==> src/rtl/assert_macros.svh <==
// assertion helpers, sampled on clk and disabled during rst_n
`ifndef ASSERT_MACROS_SVH
`define ASSERT_MACROS_SVH

// condition holds at every edge
`define ASSERT_ALWAYS(lbl, expr, msg) \
  lbl: assert property (@(posedge clk) disable iff (!rst_n) (expr)) else $error(msg);

// pre at one edge implies post at the next
`define ASSERT_NEXT(lbl, pre, post, msg) \
  lbl: assert property (@(posedge clk) disable iff (!rst_n) (pre) |=> (post)) else $error(msg);

`endif

==> src/rtl/mpst_pkg.sv <==
`default_nettype none

package mpst_pkg;

  localparam int CNT_W = 4;

  localparam logic [7:0] MP_NIL     = 8'hc0;
  localparam logic [7:0] MP_FALSE   = 8'hc2;
  localparam logic [7:0] MP_TRUE    = 8'hc3;
  localparam logic [7:0] MP_FLOAT32 = 8'hca;
  localparam logic [7:0] MP_FLOAT64 = 8'hcb;

  localparam logic [63:0] NEG_FIX_EXT = 64'hFFFF_FFFF_FFFF_FF00;

  typedef enum logic [3:0] {
    EV_NIL      = 4'd0,
    EV_BOOL     = 4'd1,
    EV_UINT     = 4'd2,
    EV_SINT     = 4'd3,
    EV_F32      = 4'd4,
    EV_F64      = 4'd5,
    EV_RAWSTART = 4'd6,
    EV_RAWBYTE  = 4'd7,
    EV_ARRAY    = 4'd8,
    EV_ERROR    = 4'd9
  } ev_t;

  typedef enum logic [1:0] {
    ERR_NONE    = 2'd0,
    ERR_UNKNOWN = 2'd1,
    ERR_MAP     = 2'd2,
    ERR_DEPTH   = 2'd3
  } err_t;

  typedef enum logic [2:0] {
    CL_NIL,
    CL_BOOL,
    CL_UINT,
    CL_SINT,
    CL_NUM,
    CL_RAW,
    CL_ARRAY,
    CL_ERR
  } cls_t;

  typedef struct packed {
    cls_t       cls;
    ev_t        ev;
    logic [1:0] lg;
    err_t       err;
  } dec_t;

  typedef struct packed {
    logic             clear;
    logic             push;
    logic             close;
    logic [CNT_W-1:0] cnt;
  } stk_op_t;

endpackage

`default_nettype wire

==> src/rtl/msgpack_stream_tokenizer_unit.sv <==
// an accepted byte is held in the input register, decoded, then registered as a token beat
// throughput: one byte per cycle unless out_ready stalls the result register, set by the
//   single decode stage between the input register and the result register
// multi-byte numbers give one token on their last byte only
// reset: synchronous active-low rst_n clears both stages, the parse phase
//   and the stack level; payload registers are not reset
`default_nettype none
`include "assert_macros.svh"

module msgpack_stream_tokenizer_unit #(
  parameter int MAX_DEPTH = 8
) (
  input  logic        clk,
  input  logic        rst_n,
  input  logic        in_valid,
  output logic        in_ready,
  input  logic [7:0]  in_byte,
  output logic        out_valid,
  input  logic        out_ready,
  output logic [3:0]  out_event_res,
  output logic [63:0] out_value,
  output logic [3:0]  out_level,
  output logic        out_object_done,
  output logic [1:0]  out_error_code
);
  import mpst_pkg::*;

  localparam int LW = $clog2(MAX_DEPTH + 1);

  typedef enum logic [1:0] {
    PH_TYPE,
    PH_NUM,
    PH_RAW
  } ph_t;

  ph_t         phase_r, phase_nxt;
  logic        a_v_r;
  logic [7:0]  a_byte_r;
  logic        a_fire;
  logic [4:0]  bl_r, bl_nxt, bl_dec;
  logic [63:0] acc_r, acc_nxt, acc_sh;
  ev_t         kind_r, kind_nxt;
  logic [1:0]  lg_r, lg_nxt;

  logic        emit;
  ev_t         ev;
  logic [63:0] val;
  logic        done;
  err_t        err;
  logic        clr;
  stk_op_t     sop, sop_g;

  logic          out_v_r;
  ev_t           ev_r;
  logic [63:0]   val_r;
  logic [3:0]    lvl_r;
  logic          done_r;
  err_t          err_r;

  dec_t          dec;
  logic [LW-1:0] stk_level;
  logic          stk_full;
  logic          stk_done;

  mpst_decode u_decode (
    .type_byte (a_byte_r),
    .dec       (dec)
  );

  mpst_stack #(
    .MAX_DEPTH (MAX_DEPTH)
  ) u_stack (
    .clk        (clk),
    .rst_n      (rst_n),
    .op         (sop_g),
    .level      (stk_level),
    .full       (stk_full),
    .close_done (stk_done)
  );

  assign a_fire   = a_v_r && (!out_v_r || out_ready);
  assign in_ready = !a_v_r || a_fire;
  assign acc_sh   = {acc_r[55:0], a_byte_r};
  assign bl_dec   = bl_r - 5'((bl_r != 5'd0) ? 1 : 0);

  always_comb begin
    phase_nxt = phase_r;
    bl_nxt    = bl_r;
    acc_nxt   = acc_r;
    kind_nxt  = kind_r;
    lg_nxt    = lg_r;
    emit      = 1'b0;
    ev        = EV_NIL;
    val       = '0;
    done      = 1'b0;
    err       = ERR_NONE;
    clr       = 1'b0;
    sop       = '0;
    unique case (phase_r)
      PH_NUM: begin
        acc_nxt = acc_sh;
        bl_nxt  = bl_dec;
        if (bl_dec == 5'd0) begin
          val = acc_sh;
          if (kind_r == EV_SINT) begin
            case (lg_r)
              2'd0:    val = {{56{acc_sh[7]}}, acc_sh[7:0]};
              2'd1:    val = {{48{acc_sh[15]}}, acc_sh[15:0]};
              2'd2:    val = {{32{acc_sh[31]}}, acc_sh[31:0]};
              default: val = acc_sh;
            endcase
          end
          acc_nxt   = val;
          phase_nxt = PH_TYPE;
          emit      = 1'b1;
          ev        = kind_r;
          sop.close = 1'b1;
          done      = stk_done;
        end
      end
      PH_RAW: begin
        bl_nxt = bl_dec;
        emit   = 1'b1;
        ev     = EV_RAWBYTE;
        val    = {56'd0, a_byte_r};
        if (bl_dec == 5'd0) begin
          phase_nxt = PH_TYPE;
          sop.close = 1'b1;
          done      = stk_done;
        end
      end
      default: begin
        phase_nxt = PH_TYPE;
        case (dec.cls)
          CL_NIL: begin
            emit      = 1'b1;
            ev        = EV_NIL;
            sop.close = 1'b1;
            done      = stk_done;
          end
          CL_BOOL: begin
            emit      = 1'b1;
            ev        = EV_BOOL;
            val       = {63'd0, a_byte_r[0]};
            sop.close = 1'b1;
            done      = stk_done;
          end
          CL_UINT: begin
            emit      = 1'b1;
            ev        = EV_UINT;
            val       = {56'd0, a_byte_r};
            sop.close = 1'b1;
            done      = stk_done;
          end
          CL_SINT: begin
            emit      = 1'b1;
            ev        = EV_SINT;
            val       = NEG_FIX_EXT | {56'd0, a_byte_r};
            sop.close = 1'b1;
            done      = stk_done;
          end
          CL_NUM: begin
            phase_nxt = PH_NUM;
            kind_nxt  = dec.ev;
            lg_nxt    = dec.lg;
            bl_nxt    = 5'd1 << dec.lg;
            acc_nxt   = '0;
          end
          CL_RAW: begin
            emit = 1'b1;
            ev   = EV_RAWSTART;
            val  = {59'd0, a_byte_r[4:0]};
            if (a_byte_r[4:0] == 5'd0) begin
              sop.close = 1'b1;
              done      = stk_done;
            end else begin
              phase_nxt = PH_RAW;
              bl_nxt    = a_byte_r[4:0];
            end
          end
          CL_ARRAY: begin
            if (a_byte_r[3:0] == 4'd0) begin
              emit      = 1'b1;
              ev        = EV_ARRAY;
              sop.close = 1'b1;
              done      = stk_done;
            end else if (stk_full) begin
              clr = 1'b1;
              err = ERR_DEPTH;
            end else begin
              emit     = 1'b1;
              ev       = EV_ARRAY;
              val      = {60'd0, a_byte_r[3:0]};
              sop.push = 1'b1;
              sop.cnt  = a_byte_r[3:0];
            end
          end
          default: begin
            clr = 1'b1;
            err = dec.err;
          end
        endcase
        if (clr) begin
          emit      = 1'b1;
          ev        = EV_ERROR;
          val       = {56'd0, a_byte_r};
          done      = 1'b0;
          phase_nxt = PH_TYPE;
          bl_nxt    = '0;
          acc_nxt   = '0;
          kind_nxt  = EV_NIL;
          lg_nxt    = '0;
          sop       = '0;
          sop.clear = 1'b1;
        end
      end
    endcase
  end

  always_comb begin
    sop_g       = sop;
    sop_g.clear = sop.clear && a_fire;
    sop_g.push  = sop.push && a_fire;
    sop_g.close = sop.close && a_fire;
  end

  always_ff @(posedge clk) begin
    if (!rst_n) begin
      a_v_r   <= 1'b0;
      out_v_r <= 1'b0;
      phase_r <= PH_TYPE;
      bl_r    <= '0;
      acc_r   <= '0;
      kind_r  <= EV_NIL;
      lg_r    <= '0;
    end else begin
      if (in_ready) a_v_r <= in_valid;
      if (a_fire) begin
        out_v_r <= emit;
        phase_r <= phase_nxt;
        bl_r    <= bl_nxt;
        acc_r   <= acc_nxt;
        kind_r  <= kind_nxt;
        lg_r    <= lg_nxt;
      end else if (out_ready) begin
        out_v_r <= 1'b0;
      end
    end
  end

  always_ff @(posedge clk) begin
    if (in_valid && in_ready) a_byte_r <= in_byte;
    if (a_fire && emit) begin
      ev_r   <= ev;
      val_r  <= val;
      lvl_r  <= 4'(stk_level);
      done_r <= done;
      err_r  <= err;
    end
  end

  assign out_valid       = out_v_r;
  assign out_event_res   = ev_r;
  assign out_value       = val_r;
  assign out_level       = lvl_r;
  assign out_object_done = done_r;
  assign out_error_code  = err_r;

  `ASSERT_ALWAYS(a_err_code, !out_v_r || ((ev_r == EV_ERROR) == (err_r != ERR_NONE)), "error code mismatch")
  `ASSERT_NEXT(a_err_restart, a_fire && clr, (phase_r == PH_TYPE) && (stk_level == '0), "no restart after error")
  `ASSERT_ALWAYS(a_err_not_done, !out_v_r || (ev_r != EV_ERROR) || !done_r, "error beat marked done")

endmodule

`default_nettype wire

==> src/rtl/mpst_decode.sv <==
`default_nettype none

module mpst_decode (
  input  logic [7:0]     type_byte,
  output mpst_pkg::dec_t dec
);
  import mpst_pkg::*;

  always_comb begin
    dec.cls = CL_ERR;
    dec.ev  = EV_NIL;
    dec.lg  = 2'd0;
    dec.err = ERR_NONE;
    unique case (type_byte) inside
      [8'h00:8'h7f]: dec.cls = CL_UINT;
      [8'he0:8'hff]: dec.cls = CL_SINT;
      MP_NIL:        dec.cls = CL_NIL;
      MP_FALSE, MP_TRUE: dec.cls = CL_BOOL;
      [8'hcc:8'hcf]: begin
        dec.cls = CL_NUM;
        dec.ev  = EV_UINT;
        dec.lg  = type_byte[1:0];
      end
      [8'hd0:8'hd3]: begin
        dec.cls = CL_NUM;
        dec.ev  = EV_SINT;
        dec.lg  = type_byte[1:0];
      end
      MP_FLOAT32: begin
        dec.cls = CL_NUM;
        dec.ev  = EV_F32;
        dec.lg  = 2'd2;
      end
      MP_FLOAT64: begin
        dec.cls = CL_NUM;
        dec.ev  = EV_F64;
        dec.lg  = 2'd3;
      end
      [8'ha0:8'hbf]: dec.cls = CL_RAW;
      [8'h90:8'h9f]: dec.cls = CL_ARRAY;
      [8'h80:8'h8f]: dec.err = ERR_MAP;
      default:       dec.err = ERR_UNKNOWN;
    endcase
  end

endmodule

`default_nettype wire

==> src/rtl/mpst_stack.sv <==
`default_nettype none
`include "assert_macros.svh"

module mpst_stack #(
  parameter int MAX_DEPTH = 8,
  parameter int LW        = $clog2(MAX_DEPTH + 1)
) (
  input  logic              clk,
  input  logic              rst_n,
  input  mpst_pkg::stk_op_t op,
  output logic [LW-1:0]     level,
  output logic              full,
  output logic              close_done
);
  import mpst_pkg::*;

  localparam int IW = (MAX_DEPTH > 1) ? $clog2(MAX_DEPTH) : 1;

  logic [CNT_W-1:0] cnt_r   [MAX_DEPTH];
  logic [CNT_W-1:0] cnt_nxt [MAX_DEPTH];
  logic [LW-1:0]    lvl_r, lvl_nxt;
  logic [MAX_DEPTH-1:0] gt1;
  logic             found;
  logic [IW-1:0]    top;

  // highest open level that survives a close
  always_comb begin
    found = 1'b0;
    top   = '0;
    for (int i = 0; i < MAX_DEPTH; i++) begin
      gt1[i] = (cnt_r[i] > CNT_W'(1)) && (LW'(i) < lvl_r);
      if (gt1[i]) begin
        found = 1'b1;
        top   = IW'(i);
      end
    end
  end

  always_comb begin
    cnt_nxt = cnt_r;
    lvl_nxt = lvl_r;
    if (op.clear) begin
      lvl_nxt = '0;
    end else if (op.push) begin
      for (int i = 0; i < MAX_DEPTH; i++) begin
        if (lvl_r == LW'(i)) cnt_nxt[i] = op.cnt;
      end
      lvl_nxt = lvl_r + LW'(1);
    end else if (op.close) begin
      if (found) begin
        lvl_nxt      = LW'(top) + LW'(1);
        cnt_nxt[top] = cnt_r[top] - CNT_W'(1);
      end else begin
        lvl_nxt = '0;
      end
    end
  end

  always_ff @(posedge clk) begin
    if (!rst_n) begin
      lvl_r <= '0;
    end else begin
      lvl_r <= lvl_nxt;
    end
  end

  always_ff @(posedge clk) begin
    cnt_r <= cnt_nxt;
  end

  assign level      = lvl_r;
  assign full       = (lvl_r == LW'(MAX_DEPTH));
  assign close_done = !found;

  `ASSERT_ALWAYS(a_lvl_max, lvl_r <= LW'(MAX_DEPTH), "stack level beyond max depth")
  `ASSERT_NEXT(a_close_pop, op.close && !op.push && !op.clear, lvl_r <= $past(lvl_r), "close grew stack")

endmodule

`default_nettype wire
==> config.mk <==
export PLATFORM = sky130hd
export DESIGN_NAME = msgpack_stream_tokenizer_unit
export DESIGN_NICKNAME = d
export VERILOG_FILES = /design/src/rtl/mpst_pkg.sv /design/src/rtl/msgpack_stream_tokenizer_unit.sv /design/src/rtl/mpst_decode.sv /design/src/rtl/mpst_stack.sv
export VERILOG_INCLUDE_DIRS = /design/src /design/src/rtl
export SDC_FILE = /design/constraint.sdc
export NUM_CORES = 1
export LEC_CHECK = 0
export ABC_CLOCK_PERIOD_IN_PS = 18710
export BUFFER_PORTS_ARGS = -buffer_cell sky130_fd_sc_hd__buf_2
export CAP_MARGIN = 5
export CORE_UTILIZATION = 30
export CTS_CLUSTER_DIAMETER = 40
export DETAILED_ROUTE_END_ITERATION = 10
export SYNTH_ARGS = -nofsm -noshare
export SYNTH_HDL_FRONTEND = slang
export SYNTH_SLANG_ARGS = --single-unit
==> constraint.sdc <==
create_clock -name clk -period 18.71 [get_ports clk]
set_input_delay 0 -clock clk [delete_from_list [all_inputs] [get_ports clk]]
set_output_delay 0 -clock clk [all_outputs]
set_load 0.01 [all_outputs]
==> metrics.md, run 1 <==
| Metric | Value |
|---|---|
| Achievable clock frequency | 0.231 GHz |
| Critical path startpoint category | flip-flop |
| First-pass GRT wire length | 37100 um |
| Post-detailed-route via-to-cell ratio | 5.22 |
| Slew at the pin with the worst max-slew slack | 1120 ps |
| YS warnings | 0 |
| Post-synth design cell area | 0.00915 sq mm |
| Number of CTS-inserted buffers | 17 |
| Filler cells | 3067 |
| Via count of the first global-routing pass | 6784 |
| Maximum number of pins on one net before global-route repair | 72 |
| Clock Pin Slew Worst Setup and Hold Paths | 70 ps |
| Horizontal die dimension | 177 um |
| Tightest Hold Check Type | in -> reg |
| Cells after synthesis | 917 |
| Total number of vias | 7199 |
| Count of flip-flops with a built-in enable after synthesis | 115 |
| Max IR drop VDD | 0.0673 mV |
| Startpoint of the worst register-to-register path | bl_r[4]$_SDFFE_PN0P_ |
| Final-report max-slew violation count | 0 |
| Power Dens Cells | 84.8 mW/mm^2 |
| Sinks on Clock Net | 189 |
| Core Rows | 63 |
| Path type of the worst setup path | reg -> reg |
| Tcrit/Tclk final | 23.1% |
| Clock root cell | sky130_fd_sc_hd__clkbuf_16 |
| Worst-case register-to-register setup slack | 14380 ps |
| Syn_area_per_cell | 9.98 sq um |
| Fraction of final layout cells sized beyond drive strength 1 | 16.1% |
| Detailed Route Iter0 Violations | 534 |
| Total core area | 0.0298 sq mm |
| Worst Path Arrival | 4400 ps |
| Count of unresolved DRC violations after routing | 1 |
| Top cells by count, synth | sky130_fd_sc_hd__edfxtp_1, sky130_fd_sc_hd__nand2_1, sky130_fd_sc_hd__o21ai_0 |
| Overall die area | 0.0312 sq mm |
| Layout area overhead | 16.3% |
| Startpoint of the tightest hold check path | rst_n |
| Port Buffer Count | 88 |
| Setup violation total in the final timing report | 0 |
| Endpoint of the lowest-slack register-to-register path | out_value[11]$_DFFE_PP_ |
| Insertion delay of the later-clocked pin in the worst-skew pair | 450 ps |
| Register-to-Register Path Depth | 11 |
| Final Core Density | 35.7% |
| Starting density of the core | 30.7% |
| Final HPWL DP | 15400 um |
| Setup total negative slack | 0 ps |
| Avg WL per Cell | 16.8 um |
| Number of antenna violations at the first check in global routing | 0 |
| Synth area leaders | sky130_fd_sc_hd__edfxtp_1, sky130_fd_sc_hd__dfxtp_1, sky130_fd_sc_hd__o21ai_0 |
| Post-route clock skew | 14.1 ps |
| Worst max-slew margin expressed relative to the limit | 25.0% |
| Final weighted congestion in routability-driven placement | 0.884 |
| Number of routed nets with antenna violations | 0 |
| Final standard cell count with taps included and fillers excluded | 1379 |
| Number of library cell types mapped by synthesis | 72 |
| Pleak | 0.00371 uW |
| Number of nets produced by synthesis | 938 |
| Status | complete, but fails checks |
| CP endpoint kind | flip-flop |
| Dominant register cell in the synthesized netlist | sky130_fd_sc_hd__edfxtp_1 |
| Number of cells in the design after placement | 1336 |
| Height of the die | 177 um |
| Register area share after synthesis | 53.9% |
| Final critical delay including setup and external delays | 4330 ps |
| FF+latch count, synth | 189 |
| Endpoint of the worst hold-timing path | acc_r[46]$_SDFFE_PN0P_ |
| Aggregate global-route resource usage | 15.1% |
| Setup repair after global routing missed its margin | no |
| DR pass1 iterations | 10 |
| Max_cap viols | 0 |
| Max clock buf depth | 2 |
| TritonCTS clock tree | done |
| Violated checks | design-rule violations |
| Critical path data required time | 18790 ps |
| Grt ovf | 0 |
| Diode count | 0 |
| Most common cell in the netlist | sky130_fd_sc_hd__edfxtp_1 |
| Crit-path max FO | 63 |
| Top cell type by total area after synthesis | sky130_fd_sc_hd__edfxtp_1 |
| FFs w/ async S/R, synth | 0% |
| Clock H-tree levels | 4 |
| Final routed wirelength across all metal layers | 23100 um |
| Area share of the leading cell type in the synthesized netlist | 37.7% |
| Number of hold violations in the final report | 0 |
| Count of boundary I/O pins | 89 |
| Final nets | 997 |
| Hold Path Cell Cnt | 3 |
[stage by stage]
stage / cell area (sq um) / worst slack [ps] / hold WS (ps) / power (uW)
finish: 10600 / 14380 / 213 / 902
global placement: 9900 / 14510 / 199 / 525
detailed placement: 9900 / 14350 / 192 / 525
global route: 10600 / 13910 / 250 / 931
floorplan: 9150 / 10560 / 98.9 / 504
CTS: 10600 / 14310 / 208 / 911
[cells by family after synthesis]
family / after synthesis / synth area share (%)
AO/OA/AOI/OAI: 332 / 23.9
XOR/XNOR: 6 / 0.861
adder cells (fa/ha/maj): 9 / 1.23
buffers and inverters: 86 / 3.87
flip-flops: 189 / 53.9
multiplexers: 10 / 1.09
AND/OR/NAND/NOR: 285 / 15.1
[repair_timing]
action	in CTS	in global routing
endpoints found under the setup margin	0	0
setup buffers	0	0
endpoints found under the hold margin	10	0
hold buffers	11	0
resized for setup	0	0
[cell type report]
class,instances,area (sq um),share of cell area (%)
clock inverters,12,164,1.54
multi-input cells,642,3900,36.6
clock buffers,20,468,4.40
flip-flops and latches,189,4930,46.4
inverters,17,66.3,0.623
repair buffers,109,626,5.88
well taps,390,488,4.59
[worst max-delay path, cell delays in order, from the launching register on]
cell and delay [ps]:
sky130_fd_sc_hd__dfxtp_1 360, sky130_fd_sc_hd__nor3_1 240, sky130_fd_sc_hd__nand2_1 80, sky130_fd_sc_hd__ha_1 200
sky130_fd_sc_hd__ha_1 230, sky130_fd_sc_hd__xnor2_1 150, sky130_fd_sc_hd__nand3_1 110, sky130_fd_sc_hd__nor3b_1 640
sky130_fd_sc_hd__and2_0 360, sky130_fd_sc_hd__nor3_1 130, sky130_fd_sc_hd__a211oi_4 650, sky130_fd_sc_hd__buf_4 710
[power by group]
group	switching, uW	internal [uW]
Clock	170	215
Combinational	36.1	19.8
Sequential	7.44	454
[cell usage in the layout (no fill, tap or decap), types with 5 or more instances in the layout]
cell / instances
sky130_fd_sc_hd__edfxtp_1: 115
sky130_fd_sc_hd__nand2_1: 101
sky130_fd_sc_hd__o21ai_0: 99
sky130_fd_sc_hd__buf_2: 88
sky130_fd_sc_hd__dfxtp_1: 74
sky130_fd_sc_hd__nor2_1: 57
sky130_fd_sc_hd__a21oi_1: 46
sky130_fd_sc_hd__a21boi_0: 46
sky130_fd_sc_hd__nand3_1: 38
sky130_fd_sc_hd__o211ai_1: 32
sky130_fd_sc_hd__nor2b_1: 18
sky130_fd_sc_hd__clkbuf_16: 18
sky130_fd_sc_hd__a21o_1: 17
sky130_fd_sc_hd__inv_1: 16
sky130_fd_sc_hd__nor3_1: 16
sky130_fd_sc_hd__o21ai_1: 11
sky130_fd_sc_hd__o21a_1: 11
sky130_fd_sc_hd__a21boi_1: 11
sky130_fd_sc_hd__dlygate4sd3_1: 11
sky130_fd_sc_hd__mux2i_1: 10
sky130_fd_sc_hd__and2_1: 10
sky130_fd_sc_hd__buf_4: 10
sky130_fd_sc_hd__ha_1: 9
sky130_fd_sc_hd__or3_1: 7
sky130_fd_sc_hd__nor3b_1: 5
sky130_fd_sc_hd__or2_2: 5
sky130_fd_sc_hd__a22oi_1: 5
sky130_fd_sc_hd__nor4_1: 5
sky130_fd_sc_hd__a211oi_1: 5
sky130_fd_sc_hd__o211a_1: 5
[per-layer routing]
layer	global-route usage (%)	wire length, um
met5	0	0
met4	5.24	438
met3	2.30	1150
met2	23.3	10400
met1	21.4	11100
[state kept, by name (all words and copies together) (netlist names), 3 cells and up]
| register | cells |
|---|---|
| a_byte_r | 8 |
| kind_r | 3 |
| u_stack.cnt_r | 32 |
| bl_r | 5 |
| acc_r | 56 |
| out_event_res | 4 |
| out_level | 4 |
| out_value | 64 |
| u_stack.level | 4 |
[worst max path at each step]
| stage | startpoint | cells after the start | slack [ps] | end |
|---|---|---|---|---|
| final | bl_r[4]$_SDFFE_PN0P_ | 11 | 14380 | out_value[11]$_DFFE_PP_ |
| after floorplan | bl_r[4]$_SDFFE_PN0P_ | 10 | 10560 | out_error_code[0]$_SDFFCE_PN0P_ |
| after CTS | bl_r[4]$_SDFFE_PN0P_ | 11 | 14310 | out_value[37]$_DFFE_PP_ |
| after global routing | bl_r[4]$_SDFFE_PN0P_ | 11 | 13910 | out_value[25]$_DFFE_PP_ |
| after global placement | bl_r[4]$_SDFFE_PN0P_ | 11 | 14510 | out_value[35]$_DFFE_PP_ |
| after detailed placement | bl_r[4]$_SDFFE_PN0P_ | 11 | 14350 | out_value[57]$_DFFE_PP_ |
(Power assumes the default switching activity.)
==> run 2: changes to the inputs <==
- ABC_CLOCK_PERIOD_IN_PS: 18710 -> 4000
- clock period: 18.71 -> 4 ns (I/O delays scaled with it)
==> metrics.md, run 2 (synthesized netlist as in run 1, its figures left out) <==
| Metric | Value |
|---|---|
| Status | completed (was complete, but fails checks) |
| Filler cells | 3035 (was 3067) |
| Count of boundary I/O pins | 89 (unchanged) |
| Comb power frac | 6.9% (was 6.2%) |
| Number of CTS-inserted buffers | 17 (unchanged) |
| Starting density of the core | 30.7% (unchanged) |
| Worst max-slew margin expressed relative to the limit | 45.5% (was 25.0%) |
| Tcrit/Tclk final | 92.4% (was 23.1%) |
| Internal power | 3050 uW (was 688 uW) |
| Part of the power in registers | 53.4% (was 51.1%) |
| Diode count | 0 (unchanged) |
| Final standard cell count with taps included and fillers excluded | 1385 (was 1379) |
| Tightest Hold Check Type | in -> reg (unchanged) |
| First-pass GRT wire length | 36700 um (was 37100 um) |
| Post-detailed-route via-to-cell ratio | 5.14 (was 5.22) |
| Max_cap viols | 0 (unchanged) |
| Worst path cell trace | nor2_1 -> nand2_1 -> ha_2 -> nor3b_2 -> xnor2_1 -> nor3b_4 -> o21ai_0 -> or2_2 -> nor2b_1 -> nand2_1 -> o21ai_0 (was nor3_1 -> nand2_1 -> ha_1 -> ha_1 -> xnor2_1 -> nand3_1 -> nor3b_1 -> and2_0 -> nor3_1 -> a211oi_4 -> buf_4) |
| Fraction of final layout cells sized beyond drive strength 1 | 17.7% (was 16.1%) |
| Final routed wirelength across all metal layers | 23100 um (about the same) |
| Critical path startpoint category | flip-flop (unchanged) |
| Grt ovf | 0 (unchanged) |
| Detailed Route Iter0 Violations | 518 (was 534) |
| Clock Pin Slew Worst Setup and Hold Paths | 70 ps (about the same) |
| Number of routed nets with antenna violations | 0 (unchanged) |
| Final nets | 1003 (was 997) |
| Startpoint of the worst register-to-register path | bl_r[2]$_SDFFE_PN0P_ (was bl_r[4]$_SDFFE_PN0P_) |
| Setup slack after layout | 302 ps (was 14380 ps) |
| Hold Path Cell Cnt | 3 (unchanged) |
| Achievable clock frequency | 0.270 GHz (was 0.231 GHz) |
| Avg WL per Cell | 16.7 um (was 16.8 um) |
| Psw | 987 uW (was 214 uW) |
| Post-CTS Setup Inserts | 0 (unchanged) |
| Endpoint of the lowest-slack register-to-register path | u_stack.cnt_r[30]$_DFFE_PP_ (was out_value[11]$_DFFE_PP_) |
| Worst-case register-to-register setup slack | 300 ps (was 14380 ps) |
| Leading cell type in the layout, fill and taps excluded | sky130_fd_sc_hd__edfxtp_1 (unchanged) |
| Post_cts resized | 0 (unchanged) |
| Area taken by multi-input logic gates | 0.00395 sq mm (was 0.00390 sq mm) |
| Storage element area | 0.00494 sq mm (was 0.00493 sq mm) |
| Final-report max-slew violation count | 0 (unchanged) |
| Endpoint of the worst hold-timing path | acc_r[46]$_SDFFE_PN0P_ (unchanged) |
| Total core area | 0.0298 sq mm (unchanged) |
| Height of the die | 177 um (unchanged) |
| TritonCTS clock tree | done (unchanged) |
| Insertion delay of the later-clocked pin in the worst-skew pair | 440 ps (was 450 ps) |
| Slew at the pin with the worst max-slew slack | 811 ps (was 1120 ps) |
| Setup total negative slack | 0 ps (unchanged) |
| Final critical delay including setup and external delays | 3700 ps (was 4330 ps) |
| Crit-path max FO | 6 (was 63) |
| Core Rows | 63 (unchanged) |
| Number of buffers inserted by hold repair at cts | 11 (unchanged) |
| Sinks on Clock Net | 189 (unchanged) |
| Register-to-Register Path Depth | 11 (unchanged) |
| Maximum number of pins on one net before global-route repair | 72 (unchanged) |
| Post-route clock skew | 18.0 ps (was 14.1 ps) |
| Total number of vias | 7115 (was 7199) |
| CP endpoint kind | flip-flop (unchanged) |
| Sw Share | 24.5% (was 23.7%) |
| Power Dens Cells | 377 mW/mm^2 (was 84.8 mW/mm^2) |
| Overall die area | 0.0312 sq mm (unchanged) |
| Max IR drop VDD | 0.296 mV (was 0.0673 mV) |
| Pleak | 0.00374 uW (was 0.00371 uW) |
| Clock root cell | sky130_fd_sc_hd__clkbuf_16 (unchanged) |
| Placement Setup Slack | 406 ps (was 14350 ps) |
| Max clock buf depth | 2 (unchanged) |
| Count of unresolved DRC violations after routing | 0 (was 1) |
| Final weighted congestion in routability-driven placement | 0.898 (was 0.884) |
| Via count of the first global-routing pass | 6684 (was 6784) |
| Slowest stage delay, CP | 590 ps (was 710 ps) |
| Flip-flop count of the largest register, all copies and words added | 64 (unchanged) |
| Port Buffer Count | 88 (unchanged) |
| Number of antenna violations at the first check in global routing | 0 (unchanged) |
| Final HPWL DP | 15700 um (was 15400 um) |
| Setup violation total in the final timing report | 0 (unchanged) |
| Layout area overhead | 16.7% (was 16.3%) |
| Path type of the worst setup path | reg -> reg (unchanged) |
| Power share of the clock group | 39.7% (was 42.7%) |
| Worst Path Arrival | 3760 ps (was 4400 ps) |
| Highest-count cells in the layout ignoring fill and taps | sky130_fd_sc_hd__edfxtp_1, sky130_fd_sc_hd__nand2_1, sky130_fd_sc_hd__o21ai_0 (unchanged) |
| Number of hold violations in the final report | 0 (unchanged) |
| Horizontal die dimension | 177 um (unchanged) |
| DR pass1 iterations | 5 (was 10) |
| Clock H-tree levels | 4 (unchanged) |
| Number of cells in the design after placement | 1342 (was 1336) |
| Slowest cell on crit path | sky130_fd_sc_hd__o21ai_0 (was sky130_fd_sc_hd__buf_4) |
| Critical path data required time | 4060 ps (was 18790 ps) |
| Aggregate global-route resource usage | 14.9% (was 15.1%) |
| Setup repair after global routing missed its margin | no (unchanged) |
| Startpoint of the tightest hold check path | rst_n (unchanged) |
-- run 2: changes by cell type in the layout (fill, tap and decap cells not counted), moves of 2 or more --
cell	previous run	this run
sky130_fd_sc_hd__buf_4	10	15
sky130_fd_sc_hd__clkinv_2	0	3
sky130_fd_sc_hd__bufinv_16	2	0
sky130_fd_sc_hd__clkinv_4	1	3
sky130_fd_sc_hd__dfxtp_1	74	72
sky130_fd_sc_hd__dfxtp_2	0	2
sky130_fd_sc_hd__ha_1	9	7
sky130_fd_sc_hd__nor3_1	16	14
sky130_fd_sc_hd__nor3b_1	5	3
sky130_fd_sc_hd__nor3b_2	0	2
-- run 2: worst max path at each step --
stage,end,start,slack [ps]
CTS,u_stack.cnt_r[28]$_DFFE_PP_,bl_r[1]$_SDFFE_PN0P_,380
detailed placement,u_stack.cnt_r[28]$_DFFE_PP_,bl_r[1]$_SDFFE_PN0P_,410
finish,u_stack.cnt_r[30]$_DFFE_PP_,bl_r[2]$_SDFFE_PN0P_,300
global placement,u_stack.cnt_r[19]$_DFFE_PP_,bl_r[1]$_SDFFE_PN0P_,540
global route,u_stack.cnt_r[20]$_DFFE_PP_,bl_r[2]$_SDFFE_PN0P_,100
floorplan,out_error_code[0]$_SDFFCE_PN0P_,bl_r[1]$_SDFFE_PN0P_,-60
-- run 2: cell type report --
cell class / count / share of cell area [%]
sequential: 189 / 46.2
timing repair buffer: 115 / 6.39
clock inverter: 14 / 1.18
tap: 390 / 4.57
multi-input combinational: 642 / 37.0
clock buffer: 18 / 4.02
inverter: 17 / 0.621
-- run 2: layer usage --
metal	vias up	part of all wire, %	track usage, %
met1	3382	49	21.8
met4	0	1.8	5.14
met3	23	4.7	2.60
met5	-	0	0
li1	3503	-	-
met2	207	45	22.1
-- run 2: power by group through the flow --
| stage | Sequential [uW] | Clock, uW | Combinational (uW) |
|---|---|---|---|
| 2_1_floorplan | 2210 | 0 | 153 |
| 5_1_grt | 2160 | 1720 | 304 |
| 3_5_place_dp | 2200 | 0 | 269 |
| 6_report | 2150 | 1600 | 277 |
| 3_3_place_gp | 2200 | 0 | 268 |
| 4_1_cts | 2160 | 1650 | 279 |
-- run 2: stage by stage --
step | instance area, sq um | hold WS [ps] | utilization, % | power (uW)
after global placement | 10000 | 180 | 33.6 | 2470
after detailed placement | 10000 | 178 | 33.6 | 2470
after floorplan | 9230 | 98.9 | - | 2360
after global routing | 10700 | 243 | 35.9 | 4190
final | 10700 | 213 | 35.9 | 4030
after CTS | 10700 | 201 | 35.9 | 4090
-- run 2: critical path: cells and delay by family, from the launching register on --
| family | cells | cell delay (ps) |
|---|---|---|
| DFF | 1 | 380 |
| xor gates and xnor gates | 1 | 260 |
| AOI/OAI and AO/OA | 2 | 800 |
| and+or+nand+nor | 7 | 1690 |
| adders and majority gates | 1 | 190 |
==> run 3: changes to the inputs <==
- SYNTH_HIERARCHICAL: default -> 1
==> metrics.md, run 3 <==
| Metric | Value |
|---|---|
| Storage element area | 0.00496 sq mm (was 0.00494 sq mm) |
| Critical path data required time | 4090 ps (was 4060 ps) |
| Post-CTS Setup Inserts | 0 (unchanged) |
| Cell family with the largest share of critical-path delay | simple AND/OR/NAND/NOR gates (unchanged) |
| Slowest cell on crit path | sky130_fd_sc_hd__edfxtp_1 (was sky130_fd_sc_hd__o21ai_0) |
| Number of antenna violations at the first check in global routing | 0 (unchanged) |
| Clock root cell | sky130_fd_sc_hd__clkbuf_16 (unchanged) |
| Top cells by count, synth | sky130_fd_sc_hd__o21ai_0, sky130_fd_sc_hd__edfxtp_1, sky130_fd_sc_hd__nor2_1 (was sky130_fd_sc_hd__edfxtp_1, sky130_fd_sc_hd__nand2_1, sky130_fd_sc_hd__o21ai_0) |
| Path type of the worst setup path | reg -> reg (unchanged) |
| Worst max-slew margin expressed relative to the limit | 25.7% (was 45.5%) |
| FFs w/ async S/R, synth | 0% (unchanged) |
| Tightest Hold Check Type | in -> reg (unchanged) |
| Count of boundary I/O pins | 89 (unchanged) |
| First-pass GRT wire length | 40000 um (was 36700 um) |
| Max IR drop VDD | 0.219 mV (was 0.296 mV) |
| Filler cells | 3052 (was 3035) |
| TritonCTS clock tree | done (unchanged) |
| Slew at the pin with the worst max-slew slack | 1110 ps (was 811 ps) |
| Tcrit/Tclk final | 92.9% (was 92.4%) |
| Cells after synthesis | 936 (was 917) |
| Post-route clock skew | 27.7 ps (was 18.0 ps) |
| WL met1 | 12000 um (was 11300 um) |
| Max_cap viols | 0 (unchanged) |
| Number of buffer and inverter stages on the critical path | 0 (unchanged) |
| Height of the die | 179 um (was 177 um) |
| Core Rows | 64 (was 63) |
| Number of nets produced by synthesis | 957 (was 938) |
| Area taken by multi-input logic gates | 0.00408 sq mm (was 0.00395 sq mm) |
| Final nets | 1043 (was 1003) |
| Setup repair after global routing missed its margin | no (unchanged) |
| Total number of vias | 7702 (was 7115) |
| Status | completed (unchanged) |
| Fraction of final layout cells sized beyond drive strength 1 | 18.9% (was 17.7%) |
| Max clock buf depth | 2 (unchanged) |
| Avg WL per Cell | 17.8 um (was 16.7 um) |
| Dominant register cell in the synthesized netlist | sky130_fd_sc_hd__edfxtp_1 (unchanged) |
| Final weighted congestion in routability-driven placement | 0.899 (was 0.898) |
| Final routed wirelength across all metal layers | 25500 um (was 23100 um) |
| Starting density of the core | 30.6% (was 30.7%) |
| Layout area overhead | 18.1% (was 16.7%) |
| Diode count | 0 (unchanged) |
| Wire length on met3 | 1420 um (was 1080 um) |
| Syn_area_per_cell | 10.0 sq um (was 9.98 sq um) |
| Overall die area | 0.0320 sq mm (was 0.0312 sq mm) |
| Horizontal die dimension | 179 um (was 177 um) |
| Final-report max-slew violation count | 0 (unchanged) |
| Number of buffers inserted by hold repair at cts | 12 (was 11) |
| Topmost layer with routed signal wires | met4 (unchanged) |
| Leading cell type in the layout, fill and taps excluded | sky130_fd_sc_hd__o21ai_0 (was sky130_fd_sc_hd__edfxtp_1) |
| Flip-flop count of the largest register, all copies and words added | 64 (unchanged) |
| Worst path cell trace | nor4b_2 -> a21boi_1 -> o32ai_1 -> or3b_2 -> nor2_1 -> and3_1 -> nand2_1 -> nor2_1 -> nand2_1 -> a21oi_1 (was nor2_1 -> nand2_1 -> ha_2 -> nor3b_2 -> xnor2_1 -> nor3b_4 -> o21ai_0 -> or2_2 -> nor2b_1 -> nand2_1 -> o21ai_0) |
| Setup violation total in the final timing report | 0 (unchanged) |
| Power Dens Cells | 434 mW/mm^2 (was 377 mW/mm^2) |
| Port Buffer Count | 88 (unchanged) |
| Clock Pin Slew Worst Setup and Hold Paths | 80 ps (was 70 ps) |
| Endpoint of the worst hold-timing path | a_byte_r[6]$_DFFE_PP_ (was acc_r[46]$_SDFFE_PN0P_) |
| Post_cts resized | 0 (unchanged) |
| Critical path startpoint category | flip-flop (unchanged) |
| Final non-filler cell area | 0.0111 sq mm (was 0.0107 sq mm) |
| Detailed Route Iter0 Violations | 714 (was 518) |
| Register-to-Register Path Depth | 10 (was 11) |
| Hold Path Cell Cnt | 2 (was 3) |
| Startpoint of the worst register-to-register path | a_byte_r[4]$_DFFE_PP_ (was bl_r[2]$_SDFFE_PN0P_) |
| Slowest stage delay, CP | 580 ps (was 590 ps) |
| Top cell type by total area after synthesis | sky130_fd_sc_hd__edfxtp_1 (unchanged) |
| Pwr Total | 4810 uW (was 4030 uW) |
| Total cell area at the placement stage | 0.0103 sq mm (was 0.0100 sq mm) |
| Endpoint of the lowest-slack register-to-register path | u_stack/cnt_r[9]$_DFFE_PP_ (was u_stack.cnt_r[30]$_DFFE_PP_) |
| Pleak | 0.00391 uW (was 0.00374 uW) |
| Insertion delay of the later-clocked pin in the worst-skew pair | 440 ps (about the same) |
| Achievable clock frequency | 0.269 GHz (was 0.270 GHz) |
| Final HPWL DP | 17500 um (was 15700 um) |
| Routed length on met2 | 11700 um (was 10300 um) |
| Startpoint of the tightest hold check path | in_byte[6] (was rst_n) |
| Final critical delay including setup and external delays | 3720 ps (was 3700 ps) |
| Synth area leaders | sky130_fd_sc_hd__edfxtp_1, sky130_fd_sc_hd__dfxtp_1, sky130_fd_sc_hd__o21ai_0 (unchanged) |
| Grt ovf | 0 (unchanged) |
| Clock H-tree levels | 4 (unchanged) |
| Post-detailed-route via-to-cell ratio | 5.38 (was 5.14) |
| YS warnings | 6 (was 0) |
| Count of unresolved DRC violations after routing | 0 (unchanged) |
| Crit-path max FO | 12 (was 6) |
| DR pass1 iterations | 6 (was 5) |
| Post-synth design cell area | 0.00938 sq mm (was 0.00915 sq mm) |
| Number of CTS-inserted buffers | 17 (unchanged) |
| Number of library cell types mapped by synthesis | 81 (was 72) |
| Worst Path Arrival | 3810 ps (was 3760 ps) |
| Register area share after synthesis | 52.8% (was 53.9%) |
| Highest-count cells in the layout ignoring fill and taps | sky130_fd_sc_hd__o21ai_0, sky130_fd_sc_hd__edfxtp_1, sky130_fd_sc_hd__buf_2 (was sky130_fd_sc_hd__edfxtp_1, sky130_fd_sc_hd__nand2_1, sky130_fd_sc_hd__o21ai_0) |
| CP endpoint kind | flip-flop (unchanged) |
| FF+latch count, synth | 190 (was 189) |
| Total core area | 0.0307 sq mm (was 0.0298 sq mm) |
| Via count of the first global-routing pass | 7168 (was 6684) |
| Most common cell in the netlist | sky130_fd_sc_hd__o21ai_0 (was sky130_fd_sc_hd__edfxtp_1) |
| Worst-case register-to-register setup slack | 280 ps (was 300 ps) |
| Maximum number of pins on one net before global-route repair | 57 (was 72) |
| Count of flip-flops with a built-in enable after synthesis | 115 (unchanged) |
| Area share of the leading cell type in the synthesized netlist | 36.8% (was 37.7%) |
| Number of routed nets with antenna violations | 0 (unchanged) |
| Aggregate global-route resource usage | 16.2% (was 14.9%) |
| Number of hold violations in the final report | 0 (unchanged) |
| Sinks on Clock Net | 190 (was 189) |
run 3: cell count changes in the layout (fill, tap and decap cells not counted), sizes merged, moves of 21 or more:
| cell | before | now |
|---|---|---|
| o211ai | 32 | 7 |
| a31oi | 4 | 29 |
| nand2b | 4 | 32 |
| nand2 | 101 | 70 |
| a21boi | 57 | 3 |
| a211oi | 7 | 29 |
| nor2 | 59 | 80 |
run 3: worst max-delay path by stage:
stage	startpoint	endpoint	slack, ps	cells past startpoint
2_1_floorplan	bl_r[3]$_SDFFE_PN0P_	out_error_code[0]$_SDFFCE_PN0P_	-850	10
3_3_place_gp	bl_r[3]$_SDFFE_PN0P_	out_value[17]$_DFFE_PP_	480	10
3_5_place_dp	a_byte_r[4]$_DFFE_PP_	u_stack/cnt_r[10]$_DFFE_PP_	370	10
4_1_cts	a_byte_r[4]$_DFFE_PP_	u_stack/cnt_r[8]$_DFFE_PP_	340	10
5_1_grt	a_byte_r[4]$_DFFE_PP_	u_stack/cnt_r[13]$_DFFE_PP_	70	10
6_report	a_byte_r[4]$_DFFE_PP_	u_stack/cnt_r[9]$_DFFE_PP_	280	10
run 3: metal layers:
metal,global-route usage [%],vias up
li1,-,3677
met1,23.2,3729
met2,24.5,266
met3,2.71,30
met4,5.61,0
met5,0,-
run 3: metrics by stage:
step	setup slack, ps	instances	setup TNS, ps	util, %	hold WS, ps
2_1_floorplan	-850	936	-63730	-	98.9
3_3_place_gp	477	1387	0	33.7	180
3_5_place_dp	371	1387	0	33.7	181
4_1_cts	336	1431	0	36.1	246
5_1_grt	69.9	1431	0	36.1	255
6_report	282	1431	0	36.1	266
run 3: power by group:
part / internal [uW] / switching (uW)
clock network: 955 / 835
logic: 288 / 503
registers: 2180 / 47.6
total: 3430 / 1390
run 3: area by class of cell:
type	count	area share, %
multi-input combinational	654	36.8
tap	396	4.47
sequential	190	44.7
clock buffer	20	4.22
clock inverter	12	1.48
timing repair buffer	129	7.25
inverter	30	1.02
run 3: cell families (layout without fill, tap and decap cells):
logic type | Yosys count | after routing | share of synthesized area, %
AO/OA/AOI/OAI | 324 | 324 | 22.8
XOR/XNOR | 6 | 6 | 0.641
adder cells (fa/ha/maj) | 9 | 9 | 1.20
buffers and inverters | 92 | 191 | 4.18
flip-flops | 190 | 190 | 52.8
multiplexers | 20 | 20 | 2.13
other | 1 | 1 | 0.0400
AND/OR/NAND/NOR | 294 | 294 | 16.2
